<file path="config.mk">
export PLATFORM = sky130hd
export DESIGN_NAME = ptiba_front
export DESIGN_NICKNAME = d
export VERILOG_FILES = /design/src/sv/ptiba_pkg.sv /design/src/sv/ptiba_fifo.sv /design/src/sv/ptiba_front.sv
export SDC_FILE = /design/constraint.sdc
export NUM_CORES = 1
export LEC_CHECK = 0
export BUFFER_PORTS_ARGS = -buffer_cell sky130_fd_sc_hd__clkbuf_2
export CAP_MARGIN = 5
export CORE_UTILIZATION = 41
export CTS_CLUSTER_SIZE = 10
export DETAILED_ROUTE_END_ITERATION = 8
export PLACE_DENSITY = 0.63
export SLEW_MARGIN = 40
export SYNTH_ARGS = -nofsm -noshare
export SYNTH_HDL_FRONTEND = slang
export SYNTH_SLANG_ARGS = --single-unit
</file>
<file path="constraint.sdc">
create_clock -name aclk -period 6.3 [get_ports aclk]
set_input_delay 0.945 -clock aclk [delete_from_list [all_inputs] [get_ports aclk]]
set_output_delay 0.945 -clock aclk [all_outputs]
set_load 0.02 [all_outputs]
</file>
<file path="src/sv/ptiba_pkg.sv">
// ----------------------------------------------------------------------------
// ptiba_pkg: shared types and constants
// Field widths, buffer depths, configuration register codes and the
// filter coefficient bundle for the temporal bandpass amplifier.
// ----------------------------------------------------------------------------
package ptiba_pkg;

    // Default sizes of the coefficient store and of the pyramid
    localparam int unsigned MAX_COEFFS_DEF = 262144;
    localparam int unsigned MAX_LEVELS_DEF = 8;

    // Field widths
    localparam int unsigned COEFF_W    = 16;
    localparam int unsigned LEVEL_W    = 3;
    localparam int unsigned ADDR_W     = 18;
    localparam int unsigned COEF_W     = 15;
    localparam int unsigned GAIN_W     = 16;
    localparam int unsigned GAINS_W    = 64;
    localparam int unsigned LCOUNT_W   = 4;
    localparam int unsigned STATE_W    = 24;
    localparam int unsigned CFG_IDX_W  = 3;
    localparam int unsigned CFG_DATA_W = 64;

    // Reset value of the level count register
    localparam logic [LCOUNT_W-1:0] LCOUNT_RESET = 4'd6;

    // Depths of the classify queue and of the result buffer
    localparam int unsigned QUEUE_DEPTH = 4;
    localparam int unsigned OUT_DEPTH   = 8;

    // Configuration register codes
    typedef enum logic [CFG_IDX_W-1:0] {
        CFG_HIGH_POLE,
        CFG_HIGH_SCALE,
        CFG_LOW_POLE,
        CFG_LOW_SCALE,
        CFG_GAINS_LOWER,
        CFG_GAINS_UPPER,
        CFG_LEVEL_COUNT
    } cfg_index_t;

    // Coefficients of the two first-order lowpass filters, unsigned Q0.15
    typedef struct packed {
        logic [COEF_W-1:0] high_pole;
        logic [COEF_W-1:0] high_scale;
        logic [COEF_W-1:0] low_pole;
        logic [COEF_W-1:0] low_scale;
    } filter_cfg_t;

endpackage

</file>
<file path="src/sv/ptiba_fifo.sv">
// ----------------------------------------------------------------------------
// ptiba_fifo: small register FIFO
// First-word-fall-through queue used between the front and back ends and
// as the result buffer.
// ----------------------------------------------------------------------------
module ptiba_fifo #(
    parameter int unsigned WIDTH = 16,
    parameter int unsigned DEPTH = 4
) (
    input  logic             aclk,
    input  logic             aresetn,
    input  logic             push,
    input  logic [WIDTH-1:0] push_data,
    output logic             full,
    input  logic             pop,
    output logic [WIDTH-1:0] pop_data,
    output logic             not_empty
);

    localparam int unsigned IDX_W = (DEPTH > 1) ? $clog2(DEPTH) : 1;
    localparam int unsigned CNT_W = $clog2(DEPTH + 1);

    logic [WIDTH-1:0] store [DEPTH];
    logic [IDX_W-1:0] wr_ptr_reg, wr_ptr_next;
    logic [IDX_W-1:0] rd_ptr_reg, rd_ptr_next;
    logic [CNT_W-1:0] count_reg, count_next;
    logic             do_push, do_pop;

    assign full      = (count_reg == CNT_W'(DEPTH));
    assign not_empty = (count_reg != '0);
    assign do_push   = push && !full;
    assign do_pop    = pop && not_empty;
    assign pop_data  = store[rd_ptr_reg];

    // Advance pointers with wrap at the depth
    always_comb begin
        wr_ptr_next = wr_ptr_reg;
        rd_ptr_next = rd_ptr_reg;
        count_next  = count_reg;
        if (do_push) begin
            wr_ptr_next = (wr_ptr_reg == IDX_W'(DEPTH - 1)) ? '0 : wr_ptr_reg + 1'b1;
        end
        if (do_pop) begin
            rd_ptr_next = (rd_ptr_reg == IDX_W'(DEPTH - 1)) ? '0 : rd_ptr_reg + 1'b1;
        end
        if (do_push && !do_pop) begin
            count_next = count_reg + 1'b1;
        end else if (do_pop && !do_push) begin
            count_next = count_reg - 1'b1;
        end
    end

    always_ff @(posedge aclk) begin
        if (!aresetn) begin
            wr_ptr_reg <= '0;
            rd_ptr_reg <= '0;
            count_reg  <= '0;
        end else begin
            wr_ptr_reg <= wr_ptr_next;
            rd_ptr_reg <= rd_ptr_next;
            count_reg  <= count_next;
        end
    end

    // Store the pushed item
    always_ff @(posedge aclk) begin
        if (do_push) begin
            store[wr_ptr_reg] <= push_data;
        end
    end

endmodule

</file>
<file path="src/sv/ptiba_front.sv">
// ----------------------------------------------------------------------------
// ptiba_front: accept and classify
// Takes input items, resolves the store index and the level gain (zero on
// first frames, the finest level and the top levels) and queues them.
// ----------------------------------------------------------------------------
module ptiba_front #(
    parameter int unsigned MAX_COEFFS = ptiba_pkg::MAX_COEFFS_DEF,
    parameter int unsigned MAX_LEVELS = ptiba_pkg::MAX_LEVELS_DEF
) (
    input  logic                                  aclk,
    input  logic                                  aresetn,
    input  logic                                  s_valid,
    output logic                                  s_ready,
    input  logic signed [ptiba_pkg::COEFF_W-1:0]  s_coeff_in,
    input  logic [ptiba_pkg::LEVEL_W-1:0]         s_level,
    input  logic [ptiba_pkg::ADDR_W-1:0]          s_coeff_addr,
    input  logic                                  s_first_frame,
    input  logic [ptiba_pkg::GAINS_W-1:0]         gains_lower,
    input  logic [ptiba_pkg::GAINS_W-1:0]         gains_upper,
    input  logic [ptiba_pkg::LCOUNT_W-1:0]        level_count,
    output logic                                  q_valid,
    input  logic                                  q_pop,
    output logic [$clog2(MAX_COEFFS)+ptiba_pkg::COEFF_W+ptiba_pkg::GAIN_W:0] q_data
);
    import ptiba_pkg::*;

    localparam int unsigned AW      = $clog2(MAX_COEFFS);
    localparam int unsigned ENTRY_W = AW + COEFF_W + GAIN_W + 1;

    logic [GAIN_W-1:0]  gain_sel;
    logic [GAIN_W-1:0]  gain;
    logic               zero_gain;
    logic [AW-1:0]      idx;
    logic [ENTRY_W-1:0] entry;
    logic               q_full;

    // Pick the level's gain from the two gain banks
    always_comb begin
        if (s_level[LEVEL_W-1]) begin
            gain_sel = gains_upper[GAIN_W * s_level[LEVEL_W-2:0] +: GAIN_W];
        end else begin
            gain_sel = gains_lower[GAIN_W * s_level[LEVEL_W-2:0] +: GAIN_W];
        end
    end

    // Force zero gain on first frames, the finest level and the top levels
    assign zero_gain = s_first_frame
                    || (s_level == '0)
                    || (({1'b0, s_level} + LCOUNT_W'(1)) >= level_count)
                    || (32'(s_level) >= MAX_LEVELS);
    assign gain  = zero_gain ? '0 : gain_sel;

    // Wrap the address onto the store
    assign idx   = AW'(s_coeff_addr);
    assign entry = {s_first_frame, gain, s_coeff_in, idx};

    assign s_ready = !q_full;

    ptiba_fifo #(
        .WIDTH (ENTRY_W),
        .DEPTH (QUEUE_DEPTH)
    ) u_queue (
        .aclk      (aclk),
        .aresetn   (aresetn),
        .push      (s_valid),
        .push_data (entry),
        .full      (q_full),
        .pop       (q_pop),
        .pop_data  (q_data),
        .not_empty (q_valid)
    );

endmodule

</file>
==> results by group <==
STA
  • Setup Total Neg Slack: 0 ps
  • RSZ-0062 raised after global routing: no
  • FMAX: 311 MHz
  • Rel. slew slack: 57.3%
  • Final Setup Violations: 0
  • Worst-margin pin slew: 639 ps
  • Fin. Hold Viols: 0
  • Tcrit/Tclk final: 51.1%
  • Crit path setup slack, layout: 3080 ps
  • Clock Skew: 9.16 ps
  • Min Tclk post-route: 3220 ps
  • Final slew viol count: 0
  • WHS: 509 ps

Critical path
  • Critical Path Slowest Stage Cell: dfxtp_2
  • CP arrival: 2270 ps
  • R2R Path End: u_queue.count_reg[2]
  • CP Max Fanout: 35
  • Startpoint Class: register
  • R2R Setup Slk: 4060 ps
  • Reg2Reg Depth: 8
  • Crit path cell chain: buf_4 -> mux4_2 -> clkbuf_2
  • Worst R2R Start: u_queue.count_reg[0]
  • Critical path class: register to output port
  • Worst stage delay on the critical path: 620 ps
  • CP Data Required Time: 5350 ps
  • CP endpoint kind: output port

Global route
  • Vias in the first global route: 5,564
  • All-Layer GR Usage: 17.3%
  • Antenna violations before repair: 1
  • First-pass GRT wire length: 29.7 mm
  • Grt total ovfl: 0
  • Largest net degree at the start of global routing: 65

Power and ir drop
  • P_int: 2.84 mW
  • Comb power frac: 24.2%
  • Peak VDD IR: 0.152 mV
  • Sequential share of power: 45.3%
  • PD cells: 349 mW/mm^2
  • Tot Pwr: 3.92 mW
  • Share of power burned in the clock network: 30.4%
  • Lkg Pwr: 4.22 nW
  • Net switching power figure: 1.08 mW
  • Sw frac: 27.5%

CTS
  • Worst skew pair latency: 490 ps
  • H-tree levels: 1
  • CTS tree: done
  • Post-CTS Setup Bufs: 0
  • Root buf cell: clkbuf_16
  • Inserted Clock Buffers: 25
  • PostCTS Resize Cnt: 0
  • Hold buffers post-CTS: 0
  • Worst-path clk slew: 60 ps
  • CTS Buffer Depth: 3
  • Sink Count: 213

Floorplanning
  • Width of the die: 151 um
  • Die area: 0.0228 sq mm
  • Die Y: 151 um
  • Placeable Area: 0.0218 sq mm
  • Initial core utilization: 41.7%
  • Num ports: 227
  • Row count: 54

Detailed routing
  • Avg Vias per Cell: 5.21
  • Total number of vias: 5,145
  • Antenna-violating nets left: 0
  • Drt first-iter violations: 179
  • WL final: 19.5 mm
  • Routed len/inst: 19.7 um
  • DRC: 0
  • Drt pass-1 iters: 4

Min path
  • WHS Endpoint: u_queue.count_reg[2]
  • HP Class: register to register
  • Min-delay src: u_queue.count_reg[2]
  • Hold depth: 2

Synthesis
  • Post-synth EDFFs: 204
  • Most instantiated cells after synthesis: edfxtp_1 (204), mux4_2 (52), mux2i_1 (35), mux2_2 (30)
  • Most frequent cell after synthesis: edfxtp_1
  • Cells after Synth: 463
  • Leading area contributor after synthesis: edfxtp_1
  • Asr flop ratio synth: 0%
  • Top_reg_cell synth: edfxtp_1
  • Share of the synthesized area in the top cell type: 67.3%
  • Flops & latches, synth: 213
  • Synth warnings: 0
  • Top post-synthesis cells by area: edfxtp_1 (67%), mux4_2 (13%), mux2i_1 (3.8%), mux2_2 (3.7%), dfxtp_1 (2.0%)
  • Synth unique cells: 32
  • Share of the yosys chip area belonging to registers: 69.2%
  • Area of the mapped netlist: 0.00911 sq mm
  • Syn Area/Cell: 19.7 sq um
  • Synthesized net count: 650

Placement
  • DP HPWL: 13.6 mm
  • Pre-CTS setup slack: 2640 ps
  • DP Area: 0.0106 sq mm
  • RePlAce Congestion: 0.885
  • Port Buf Inserts: 226
  • Dpl cells: 951

Layout
  • Post-layout util: 51.5%
  • Area added between synthesis and finish: 23.3%
  • Fillers: 1,809
  • Final instance area: 0.0112 sq mm
  • Fin nets: 885
  • Share of layout cells above drive strength 1: 51.3%
  • Largest register FFs: 204
  • Finished Layout Cells: 987
  • Area occupied by multi-input gates: 0.00265 sq mm
  • Reg area: 0.00631 sq mm

Job
  • # Max-Cap Violations: 0

Outcome
  • Status: complete, no violations
-- power by group through the flow --
stage / logic, mW / registers, mW / clock network (mW)
after floorplan: 0.661 / 1.77 / 0
after global placement: 0.892 / 1.85 / 0
after detailed placement: 0.975 / 1.81 / 0
after CTS: 0.977 / 1.78 / 1.23
after global routing: 1.04 / 1.79 / 1.27
final: 0.950 / 1.78 / 1.19
-- layout by cell type, fill, tap and decap left out, types with 2 or more instances in the layout --
master       n
buf_4        5
inv_1        9
clkbuf_16   25
mux2i_1     35
dfxtp_1      7
nor2_2       2
nand2_1     10
clkbuf_1     8
ha_1        12
buf_12       2
mux2_2      30
nor2b_1      2
and3_2       4
nor3_2       9
edfxtp_1   204
mux4_2      52
o22ai_1     15
xor2_1       2
clkbuf_2   225
a21boi_0     5
clkinv_2     2
a22o_1      15
or3_1        4
nor3_1       6
-- per-layer routing --
layer	wire length (um)	up-vias	GRT usage, %	part of all wire, %
met5	0	-	0	0
met4	450	0	5.95	2.3
met3	1130	30	2.11	5.8
met2	10200	202	32.2	53
met1	7670	2524	20.6	39
li1	-	2389	-	-
-- area by class of cell --
cell class / instances / share of cell area, %
Inverter: 9 / 0.301
Antenna cell: 1 / 0.0223
Timing Repair Buffer: 234 / 10.9
Sequential cell: 213 / 56.2
Clock inverter: 2 / 0.0891
Multi-Input combinational cell: 215 / 23.6
Tap cell: 280 / 3.12
Clock buffer: 33 / 5.84
-- worst max-delay path by stage --
stage,slack [ps],cells past startpoint,end
after floorplan,3490,8,u_queue.store[0][39]
after global placement,2740,7,u_queue.store[0][37]
after detailed placement,2640,7,u_queue.store[3][38]
after CTS,3010,3,q_data[7]
after global routing,2960,3,q_data[20]
final,3080,3,q_data[7]
-- cells by family (layout without fill, tap and decap cells) --
group	count (synthesis)	after routing	share of synthesized area [%]
AOI/OAI and AO/OA	39	39	3.39
and+or+nand+nor	43	43	2.90
buffers and inverters	35	278	1.88
xor gates and xnor gates	3	3	0.289
other	0	1	0
DFF	213	213	69.2
adders and majority gates	13	13	1.87
muxes	117	117	20.4
-- worst max-delay path: cells and delay by family, from the launching register on --
| kind | cells | cell delay, ps |
|---|---|---|
| buf+inv | 2 | 730 |
| flops | 1 | 620 |
| mux | 1 | 420 |
Power figures use the tool's default switching activity.
